==> src/rtl/stm_pkg.sv <==
package stm_pkg;

	// Default build of the filter
	localparam int WINDOW_DEF      = 31;
	localparam int TRIM_DEF        = 5;
	localparam int SAMPLE_BITS_DEF = 12;

	// Field widths
	localparam int SAMPLE_W = 12;
	localparam int MEAN_W   = 12;
	localparam int RAW_W    = 12;
	localparam int HEIGHT_W = 16;

	// Configuration port
	localparam int CFG_IDX_W  = 2;
	localparam int CFG_DATA_W = 16;

	localparam logic [CFG_IDX_W-1:0] REG_ZERO_RAW    = 2'd0;
	localparam logic [CFG_IDX_W-1:0] REG_FULL_RAW    = 2'd1;
	localparam logic [CFG_IDX_W-1:0] REG_FULL_HEIGHT = 2'd2;

	localparam logic [RAW_W-1:0]    ZERO_RAW_RST    = 12'd520;
	localparam logic [RAW_W-1:0]    FULL_RAW_RST    = 12'd4095;
	localparam logic [HEIGHT_W-1:0] FULL_HEIGHT_RST = 16'd2000;

	// Shared divider: numerator covers a raw span times the height
	localparam int DIV_NUM_W = RAW_W + HEIGHT_W;
	localparam int DIV_DEN_W = RAW_W;
	localparam int DIV_STEPS = DIV_NUM_W / 2;
	localparam int DIV_CNT_W = $clog2(DIV_STEPS);

	typedef struct packed {
		logic load;      // take the input word, open the hole
		logic move;      // one bubble step, or drop the new entry in
		logic sum_clr;   // clear accumulator, point at first kept entry
		logic sum_acc;   // add one kept entry
		logic div_start; // launch the divider
		logic div_lvl;   // divider operands: level map instead of mean
		logic out_load;  // write the result word
	} cmd_t;

	typedef struct packed {
		logic move_done;
		logic sum_last;
		logic div_done;
		logic out_free;
	} sts_t;

endpackage

==> src/rtl/stm_div.sv <==
module stm_div (
	input  logic                            clk,
	input  logic                            arst_n,
	input  logic                            start,
	input  logic [stm_pkg::DIV_NUM_W-1:0]   num,
	input  logic [stm_pkg::DIV_DEN_W-1:0]   den,
	output logic [stm_pkg::DIV_NUM_W-1:0]   quot,
	output logic                            done
);

	localparam int NW = stm_pkg::DIV_NUM_W;
	localparam int DW = stm_pkg::DIV_DEN_W;

	logic [DW-1:0]                  rem_q;
	logic [DW-1:0]                  den_q;
	logic [NW-1:0]                  quo_q;
	logic [stm_pkg::DIV_CNT_W-1:0]  cnt_q;
	logic                           busy_q;
	logic                           done_q;

	logic [DW:0]   r1;
	logic [DW:0]   r1_sub;
	logic [DW-1:0] r1_n;
	logic          b1;
	logic [DW:0]   r2;
	logic [DW:0]   r2_sub;
	logic [DW-1:0] r2_n;
	logic          b2;

	// Two restoring steps per cycle
	always_comb begin
		r1     = {rem_q, quo_q[NW-1]};
		b1     = (r1 >= {1'b0, den_q});
		r1_sub = r1 - {1'b0, den_q};
		r1_n   = b1 ? r1_sub[DW-1:0] : r1[DW-1:0];
		r2     = {r1_n, quo_q[NW-2]};
		b2     = (r2 >= {1'b0, den_q});
		r2_sub = r2 - {1'b0, den_q};
		r2_n   = b2 ? r2_sub[DW-1:0] : r2[DW-1:0];
	end

	always_ff @(posedge clk or negedge arst_n) begin
		if (!arst_n) begin
			busy_q <= 1'b0;
			done_q <= 1'b0;
			cnt_q  <= '0;
		end else begin
			done_q <= busy_q && (cnt_q == stm_pkg::DIV_CNT_W'(stm_pkg::DIV_STEPS - 1));
			if (start) begin
				busy_q <= 1'b1;
				cnt_q  <= '0;
			end else if (busy_q) begin
				cnt_q <= cnt_q + 1'b1;
				if (cnt_q == stm_pkg::DIV_CNT_W'(stm_pkg::DIV_STEPS - 1)) begin
					busy_q <= 1'b0;
				end
			end
		end
	end

	always_ff @(posedge clk) begin
		if (start) begin
			rem_q <= '0;
			den_q <= den;
			quo_q <= num;
		end else if (busy_q) begin
			rem_q <= r2_n;
			quo_q <= {quo_q[NW-3:0], b1, b2};
		end
	end

	assign quot = quo_q;
	assign done = done_q;

endmodule

==> src/rtl/stm_dp.sv <==
module stm_dp #(
	parameter int WINDOW      = stm_pkg::WINDOW_DEF,
	parameter int TRIM        = stm_pkg::TRIM_DEF,
	parameter int SAMPLE_BITS = stm_pkg::SAMPLE_BITS_DEF
) (
	input  logic                              clk,
	input  logic                              arst_n,
	input  stm_pkg::cmd_t                     cmd,
	output stm_pkg::sts_t                     sts,
	input  logic [stm_pkg::SAMPLE_W-1:0]      sample,
	input  logic                              cfg_valid,
	input  logic [stm_pkg::CFG_IDX_W-1:0]     cfg_index,
	input  logic [stm_pkg::CFG_DATA_W-1:0]    cfg_data,
	input  logic                              out_ready,
	output logic                              out_valid,
	output logic [stm_pkg::MEAN_W-1:0]        trimmed_mean,
	output logic [stm_pkg::HEIGHT_W-1:0]      level_mm
);

	localparam int W        = WINDOW;
	localparam int IW       = $clog2(W);
	localparam int EFF_TRIM = (2 * TRIM >= W) ? ((W - 1) / 2) : TRIM;
	localparam int KEPT     = W - 2 * EFF_TRIM;
	localparam int VAL_W    = (SAMPLE_BITS < stm_pkg::SAMPLE_W) ? SAMPLE_BITS
	                                                            : stm_pkg::SAMPLE_W;
	localparam int SUM_W    = VAL_W + $clog2(KEPT + 1);

	// Sorted window cells
	logic [VAL_W-1:0] val_q [W];
	logic [IW-1:0]    age_q [W];
	logic [W-1:0]     hole_q;
	logic [VAL_W-1:0] mv_q;
	logic [IW-1:0]    mage_q;
	logic [IW-1:0]    next_age_q;

	logic [W-1:0] match;
	logic [W-1:0] go_l;
	logic [W-1:0] go_r;
	logic         go_left;
	logic         go_right;

	// Accumulator and level path
	logic [SUM_W-1:0]              sum_q;
	logic [IW-1:0]                 sum_idx_q;
	logic [stm_pkg::MEAN_W-1:0]    mean_q;
	logic [stm_pkg::DIV_NUM_W-1:0] prod_q;
	logic [stm_pkg::RAW_W-1:0]     zero_q;
	logic [stm_pkg::RAW_W-1:0]     full_q;
	logic [stm_pkg::HEIGHT_W-1:0]  height_q;
	logic [stm_pkg::MEAN_W-1:0]    trimmed_mean_q;
	logic [stm_pkg::HEIGHT_W-1:0]  level_mm_q;
	logic                          out_valid_q;

	logic [stm_pkg::DIV_NUM_W-1:0] div_num;
	logic [stm_pkg::DIV_DEN_W-1:0] div_den;
	logic [stm_pkg::DIV_NUM_W-1:0] div_quot;
	logic                          div_done;
	logic [stm_pkg::RAW_W-1:0]     span;
	logic [stm_pkg::RAW_W-1:0]     rise;
	logic [stm_pkg::HEIGHT_W-1:0]  level_sel;

	for (genvar g = 0; g < W; g++) begin : g_cell
		assign match[g] = (age_q[g] == next_age_q);
		if (g > 0) begin : g_l
			assign go_l[g] = hole_q[g] && (mv_q < val_q[g-1]);
		end else begin : g_l0
			assign go_l[g] = 1'b0;
		end
		if (g < W - 1) begin : g_r
			assign go_r[g] = hole_q[g] && (mv_q > val_q[g+1]);
		end else begin : g_rn
			assign go_r[g] = 1'b0;
		end
	end

	assign go_left  = |go_l;
	assign go_right = |go_r;

	always_ff @(posedge clk or negedge arst_n) begin
		if (!arst_n) begin
			for (int i = 0; i < W; i++) begin
				val_q[i] <= '0;
				age_q[i] <= IW'(i);
			end
			next_age_q <= '0;
		end else if (cmd.load) begin
			next_age_q <= (next_age_q == IW'(W - 1)) ? '0 : next_age_q + 1'b1;
		end else if (cmd.move) begin
			if (go_left) begin
				for (int i = 1; i < W; i++) begin
					if (hole_q[i]) begin
						val_q[i] <= val_q[i-1];
						age_q[i] <= age_q[i-1];
					end
				end
			end else if (go_right) begin
				for (int i = 0; i < W - 1; i++) begin
					if (hole_q[i]) begin
						val_q[i] <= val_q[i+1];
						age_q[i] <= age_q[i+1];
					end
				end
			end else begin
				for (int i = 0; i < W; i++) begin
					if (hole_q[i]) begin
						val_q[i] <= mv_q;
						age_q[i] <= mage_q;
					end
				end
			end
		end
	end

	always_ff @(posedge clk) begin
		if (cmd.load) begin
			// Missing tag falls back to the first entry
			hole_q <= (|match) ? match : W'(1);
			mv_q   <= sample[VAL_W-1:0];
			mage_q <= next_age_q;
		end else if (cmd.move) begin
			if (go_left) begin
				hole_q <= {1'b0, hole_q[W-1:1]};
			end else if (go_right) begin
				hole_q <= {hole_q[W-2:0], 1'b0};
			end
		end
	end

	assign rise = mean_q - zero_q;

	always_ff @(posedge clk) begin
		if (cmd.sum_clr) begin
			sum_q     <= '0;
			sum_idx_q <= IW'(EFF_TRIM);
		end else if (cmd.sum_acc) begin
			sum_q     <= sum_q + SUM_W'(val_q[sum_idx_q]);
			sum_idx_q <= sum_idx_q + 1'b1;
		end
		// Product settles while the level operands are selected, ahead of the start
		if (cmd.div_lvl && !cmd.div_start) begin
			prod_q <= stm_pkg::DIV_NUM_W'(rise) * stm_pkg::DIV_NUM_W'(height_q);
		end
		if (div_done && !cmd.div_lvl) begin
			mean_q <= div_quot[stm_pkg::MEAN_W-1:0];
		end
	end

	// Configuration registers
	always_ff @(posedge clk or negedge arst_n) begin
		if (!arst_n) begin
			zero_q   <= stm_pkg::ZERO_RAW_RST;
			full_q   <= stm_pkg::FULL_RAW_RST;
			height_q <= stm_pkg::FULL_HEIGHT_RST;
		end else if (cfg_valid) begin
			case (cfg_index)
				stm_pkg::REG_ZERO_RAW:    zero_q   <= cfg_data[stm_pkg::RAW_W-1:0];
				stm_pkg::REG_FULL_RAW:    full_q   <= cfg_data[stm_pkg::RAW_W-1:0];
				stm_pkg::REG_FULL_HEIGHT: height_q <= cfg_data[stm_pkg::HEIGHT_W-1:0];
				default: ;
			endcase
		end
	end

	assign span    = full_q - zero_q;
	assign div_num = cmd.div_lvl ? prod_q : stm_pkg::DIV_NUM_W'(sum_q);
	assign div_den = cmd.div_lvl ? span : stm_pkg::DIV_DEN_W'(KEPT);

	stm_div u_div (
		.clk    (clk),
		.arst_n (arst_n),
		.start  (cmd.div_start),
		.num    (div_num),
		.den    (div_den),
		.quot   (div_quot),
		.done   (div_done)
	);

	always_comb begin
		if (full_q <= zero_q || mean_q <= zero_q) begin
			level_sel = '0;
		end else if (mean_q >= full_q) begin
			level_sel = height_q;
		end else begin
			level_sel = div_quot[stm_pkg::HEIGHT_W-1:0];
		end
	end

	always_ff @(posedge clk or negedge arst_n) begin
		if (!arst_n) begin
			out_valid_q <= 1'b0;
		end else if (cmd.out_load) begin
			out_valid_q <= 1'b1;
		end else if (out_ready) begin
			out_valid_q <= 1'b0;
		end
	end

	always_ff @(posedge clk) begin
		if (cmd.out_load) begin
			trimmed_mean_q <= mean_q;
			level_mm_q     <= level_sel;
		end
	end

	assign sts.move_done = !go_left && !go_right;
	assign sts.sum_last  = (sum_idx_q == IW'(W - EFF_TRIM - 1));
	assign sts.div_done  = div_done;
	assign sts.out_free  = !out_valid_q || out_ready;

	assign out_valid    = out_valid_q;
	assign trimmed_mean = trimmed_mean_q;
	assign level_mm     = level_mm_q;

endmodule

==> src/rtl/stm_ctrl.sv <==
module stm_ctrl (
	input  logic          clk,
	input  logic          arst_n,
	input  logic          in_valid,
	output logic          in_ready,
	input  stm_pkg::sts_t sts,
	output stm_pkg::cmd_t cmd
);

	localparam logic [3:0] ST_IDLE   = 4'd0;
	localparam logic [3:0] ST_MOVE   = 4'd1;
	localparam logic [3:0] ST_SUM    = 4'd2;
	localparam logic [3:0] ST_DIVM   = 4'd3;
	localparam logic [3:0] ST_DIVM_W = 4'd4;
	localparam logic [3:0] ST_DIVL   = 4'd5;
	localparam logic [3:0] ST_DIVL_W = 4'd6;
	localparam logic [3:0] ST_OUT    = 4'd7;
	localparam logic [3:0] ST_MUL    = 4'd8;

	logic [3:0] state_q;
	logic [3:0] state_d;

	always_comb begin
		state_d  = state_q;
		cmd      = '0;
		in_ready = 1'b0;
		case (state_q)
			ST_IDLE: begin
				in_ready = 1'b1;
				if (in_valid) begin
					cmd.load = 1'b1;
					state_d  = ST_MOVE;
				end
			end
			ST_MOVE: begin
				cmd.move = 1'b1;
				if (sts.move_done) begin
					cmd.sum_clr = 1'b1;
					state_d     = ST_SUM;
				end
			end
			ST_SUM: begin
				cmd.sum_acc = 1'b1;
				if (sts.sum_last) begin
					state_d = ST_DIVM;
				end
			end
			ST_DIVM: begin
				cmd.div_start = 1'b1;
				state_d       = ST_DIVM_W;
			end
			ST_DIVM_W: begin
				if (sts.div_done) begin
					state_d = ST_MUL;
				end
			end
			ST_MUL: begin
				// Product is captured here, divider starts next cycle
				cmd.div_lvl = 1'b1;
				state_d     = ST_DIVL;
			end
			ST_DIVL: begin
				cmd.div_lvl   = 1'b1;
				cmd.div_start = 1'b1;
				state_d       = ST_DIVL_W;
			end
			ST_DIVL_W: begin
				cmd.div_lvl = 1'b1;
				if (sts.div_done) begin
					state_d = ST_OUT;
				end
			end
			ST_OUT: begin
				cmd.div_lvl = 1'b1;
				if (sts.out_free) begin
					cmd.out_load = 1'b1;
					state_d      = ST_IDLE;
				end
			end
			default: begin
				state_d = ST_IDLE;
			end
		endcase
	end

	always_ff @(posedge clk or negedge arst_n) begin
		if (!arst_n) begin
			state_q <= ST_IDLE;
		end else begin
			state_q <= state_d;
		end
	end

endmodule

==> src/rtl/sliding_trimmed_mean_level.sv <==
// One word is in flight at a time; its steps are the bubble, the kept sum and two passes
// of the two-bit-per-cycle divider. The next word is taken once the result sits in the
// output register, so it overlaps a result still waiting.
// Reset (arst_n low, asynchronous): window cleared to zeros tagged 0..WINDOW-1,
// age counter 0, calibration back to 520 / 4095 / 2000 mm, no result pending.
module sliding_trimmed_mean_level #(
	parameter int WINDOW      = stm_pkg::WINDOW_DEF,
	parameter int TRIM        = stm_pkg::TRIM_DEF,
	parameter int SAMPLE_BITS = stm_pkg::SAMPLE_BITS_DEF
) (
	input  logic                           clk,
	input  logic                           arst_n,
	// sample channel
	input  logic                           in_valid,
	output logic                           in_ready,
	input  logic [stm_pkg::SAMPLE_W-1:0]   sample,
	// result channel
	output logic                           out_valid,
	input  logic                           out_ready,
	output logic [stm_pkg::MEAN_W-1:0]     trimmed_mean,
	output logic [stm_pkg::HEIGHT_W-1:0]   level_mm,
	// calibration write channel
	input  logic                           cfg_valid,
	output logic                           cfg_ready,
	input  logic [stm_pkg::CFG_IDX_W-1:0]  cfg_index,
	input  logic [stm_pkg::CFG_DATA_W-1:0] cfg_data
);

	stm_pkg::cmd_t cmd;
	stm_pkg::sts_t sts;

	// Calibration writes land at once; an unknown index is dropped in the datapath
	assign cfg_ready = 1'b1;

	// Sequencer: load word, bubble into place, sum kept entries, divide twice, write
	stm_ctrl u_ctrl (
		.clk      (clk),
		.arst_n   (arst_n),
		.in_valid (in_valid),
		.in_ready (in_ready),
		.sts      (sts),
		.cmd      (cmd)
	);

	// Window cells, accumulator, multiplier, shared divider and output register
	stm_dp #(
		.WINDOW      (WINDOW),
		.TRIM        (TRIM),
		.SAMPLE_BITS (SAMPLE_BITS)
	) u_dp (
		.clk          (clk),
		.arst_n       (arst_n),
		.cmd          (cmd),
		.sts          (sts),
		.sample       (sample),
		.cfg_valid    (cfg_valid),
		.cfg_index    (cfg_index),
		.cfg_data     (cfg_data),
		.out_ready    (out_ready),
		.out_valid    (out_valid),
		.trimmed_mean (trimmed_mean),
		.level_mm     (level_mm)
	);

endmodule
==> config.mk <==
export PLATFORM = sky130hd
export DESIGN_NAME = sliding_trimmed_mean_level
export DESIGN_NICKNAME = d
export VERILOG_FILES = /design/src/rtl/stm_pkg.sv /design/src/rtl/stm_div.sv /design/src/rtl/stm_dp.sv /design/src/rtl/stm_ctrl.sv /design/src/rtl/sliding_trimmed_mean_level.sv
export SDC_FILE = /design/constraint.sdc
export NUM_CORES = 2
export LEC_CHECK = 0
export BUFFER_PORTS_ARGS = -buffer_cell sky130_fd_sc_hd__buf_2
export CORE_UTILIZATION = 25
export DETAILED_ROUTE_END_ITERATION = 7
export SETUP_SLACK_MARGIN = 0.15
export SLEW_MARGIN = 40
export SYNTH_ARGS = -nofsm -noshare
export SYNTH_HDL_FRONTEND = slang
export SYNTH_HIERARCHICAL = 1
export SYNTH_SLANG_ARGS = --single-unit
export TNS_END_PERCENT = 20
==> constraint.sdc <==
create_clock -name clk -period 7.6 [get_ports clk]
set_input_delay 1.52 -clock clk [delete_from_list [all_inputs] [get_ports clk]]
set_output_delay 1.52 -clock clk [all_outputs]
set_load 0.02 [all_outputs]
==> key figures <==
Outcome
  • Outcome: finished clean

Route
  • Drt wl/cell: 20.5 um
  • Initial DRC Count: 4933
  • Via density: 5.16
  • Routed wire length: 211000 um
  • DR pass1 iterations: 6
  • Post-route ant nets: 0
  • Vias: 53132
  • # DRC: 0

Pwr
  • Worst IR Drop VDD: 1.18 mV
  • Final Total Pwr: approximately 23 mW
  • Leakage power total: 27.9 nW
  • Pwr Density: around 330 nW/um2

Layout
  • Synth-to-Final Area Change: 11.4%
  • Register area: between 20000 and 25000 um2
  • Multi-input gate area: between 30000 and 40000 um2
  • Fin nets: 7537
  • Post-route insts no fill: 10289
  • Fillers: 26709
  • Layout cells sized above 1: about 13%

Yosys
  • Post-synthesis cell count: 6968
  • Post-synth cell types: 100
  • EDFF count, synth: approximately 160
  • Avg Inst Size Synth: around 9.2 um2
  • #FFs+latches synth: about 770
  • Sequential area share after synthesis: about a third
  • Async S/R FF share, synth: between 70% and 80%
  • Post-Syn Area: approximately 64000 um2
  • Predominant post-synthesis flop cell: dfrtp_1
  • Ys Warns: 6
  • Mapped Nets: roughly 7700

Clocking
  • TritonCTS clock tree: done
  • Clk_lat worst skew: approximately 0.75 ns
  • Root Buffer: clkbuf_16
  • Sink Count: slightly below 800
  • H-tree depth: 3
  • Clock input transition at the sequential cells of the worst setup and hold paths: approximately 0.060 ns
  • TritonCTS Buffers: 92
  • CTS max path bufs: 3

Setup path
  • R2R Setup Slk: around 0.52 ns
  • CP max FO: 7
  • CP Launch Point: u_dp/mean_q[1]$_DFFE_PP_
  • Slowest stage cell, crit path: fa_1
  • Maximum single-stage delay on the critical path: 0.54 ns
  • Critical path data required time: ~8.2 ns
  • Crit Path Class: reg -> reg
  • Reg-to-Reg Start: u_dp/mean_q[1]$_DFFE_PP_
  • CP Capture Type: register
  • Most frequent CP cell: fa_1
  • Startpoint types: register
  • R2R depth: 29
  • Critical path arrival: between 7 and 8 ns

Timing
  • Clock skew: around 0.055 ns
  • RSZ-0062 raised after global routing: no
  • Max-slew headroom: between 30% and 40%
  • Fmax: between 0.1 and 0.15 GHz
  • Final Hold Fails: 0
  • Post-layout minimum cycle time: 7.08 ns
  • Final setup viols: 0
  • Worst Tran Pin Value: roughly 0.97 ns
  • Period utilization: roughly 93%
  • Slew Limit Fails: 0

Global route
  • Largest net degree at the start of global routing: 160
  • Total gr overflow: 0
  • Vias in the first global route: ~54000
  • Gr usage total: about 16%
  • Number of antenna violations at the first check in global routing: 14
  • First-pass GRT wire length: roughly 320000 um

Min path
  • Worst min-delay path class: reg -> reg
  • Hold_sp: u_dp/val_q[131]$_DFFE_PN0P_
  • Worst hold path depth: 2

Placement
  • PortBufs: 64
  • # placed instances: 10104
  • RD Place Congestion: a little over 0.9
  • Dpl hpwl: 151000 um

Floorplanning
  • Die area: roughly 260000 um2
  • Core footprint: between 200000 and 300000 um2
  • Top Ports: 66
  • Initial Utilization: 25.1%
  • DIE HEIGHT: about 510 um
  • Die Width: about 510 um
  • Row count: about 190

Job
  • Max-cap violations: 0
==> cell type report <==
class,instances,share of cell area [%]
diodes,4,0.0141
clock buffers,131,3.68
clock inverters,40,0.826
inverters,635,3.35
multi-input cells,5098,55.2
flip-flops and latches,773,28.2
well taps,3366,5.92
repair buffers,242,2.82
==> cells by family (layout without fill, tap and decap cells) <==
logic type	count (synthesis)	after routing	synth area share, %
AND/OR/NAND/NOR	1433	1434	10.4
other	1	5	0.00587
buffers and inverters	1098	1048	7.56
XOR/XNOR	226	226	3.11
multiplexers	937	937	16.8
AO/OA/AOI/OAI	1840	1840	16.1
flip-flops	773	773	31.4
adder cells (fa/ha/maj)	660	660	14.6
==> worst max-delay path: cells and delay by family (launching register included) <==
family                   cells  cell delay (ns)
buffers and inverters        2             0.10
flip-flops                   1             0.43
AND/OR/NAND/NOR              3             0.44
XOR/XNOR                     1             0.23
adder cells (fa/ha/maj)      7             3.11
AO/OA/AOI/OAI               16             2.63
==> report_power, final <==
part / internal [mW] / switching (mW)
combinational: 6.07 / 7.33
clock: 2.76 / 2.01
sequential: 5.00 / 0.107
==> metal layers <==
metal | track usage (%) | share of wire (%) | vias to the layer above
met3 | 3.03 | 7.8 | 498
met1 | 21.2 | 43 | 26150
met2 | 25.2 | 45 | 2198
met4 | 7.11 | 4.5 | 8
li1 | - | - | 24278
met5 | 0 | 0.024 | -
==> placed cells by master, fill, tap and decap left out, types with 156 or more instances in the layout <==
cell type,count
o21ai_0,422
mux2_2,212
o21ai_1,209
mux2i_1,602
edfxtp_1,156
ha_1,514
nand2_1,733
nor2_1,169
inv_1,630
dfrtp_1,482
a21oi_1,826
==> state kept, by name (all words and copies together), names as in the netlist, 16 cells and up <==
register         flops
u_dp/val_q         372
u_dp/hole_q         31
u_dp/height_q       16
u_dp/sum_q          17
u_dp/u_div/quot     28
u_dp/prod_q         28
u_dp/level_mm       16
u_dp/age_q         155
==> synthesized netlist by cell type, drive strengths merged, types with 31 or more instances <==
cell      n  area, um2
a21oi   832       4170
nand2   749       2810
o21ai   638       3200
inv     633       2380
mux2i   603       6040
ha      515       6440
dfrtp   488      12200
clkbuf  291       1090
mux2    250       2820
buf     172       1360
nor2    171        642
edfxtp  156       4680
fa      145       2900
xor2    114       1010
xnor2   112        981
dfstp    95       2500
nand4    90        563
nand3    86        430
mux4     84       1890
and2     82        513
a21o     63        473
nor3     61        322
nand2b   46        288
nor2b    42        263
o22ai    41        263
a211oi   40        300
dfxtp    34        681
and3     31        194
==> what timing repair did <==
action,4_1_cts,5_1_grt
hold buffers,0,0
resized for setup,11,22
endpoints found under the setup margin,3,11
cloned,0,1
setup buffers,3,5
pin swaps,3,15
==> final timing paths <==
kind / end
worst max-delay path: u_dp/prod_q[27]$_DFFE_PP_
worst min-delay path: u_dp/val_q[131]$_DFFE_PN0P_
worst max register to register: u_dp/prod_q[27]$_DFFE_PP_
worst min register to register: u_dp/val_q[131]$_DFFE_PN0P_
max in group asynchronous: u_dp/age_q[35]$_DFFE_PN1P_
min in group asynchronous: u_dp/val_q[61]$_DFFE_PN0P_
==> metrics by stage <==
step | utilization [%] | setup slack (ns) | instance area, um2 | hold WS, ns | setup TNS [ns]
after floorplan | - | 0.606 | 63900 | 0.420 | 0
after CTS | 27.9 | 0.188 | 71000 | 0.483 | 0
after global placement | 26.5 | -0.0273 | 67500 | 0.461 | -0.0273
after global routing | 28.0 | 0.141 | 71200 | 0.500 | 0
after detailed placement | 26.7 | 0.0124 | 67700 | 0.470 | 0
final | 28.0 | 0.519 | 71200 | 0.478 | 0
(Power assumes the default switching activity.)
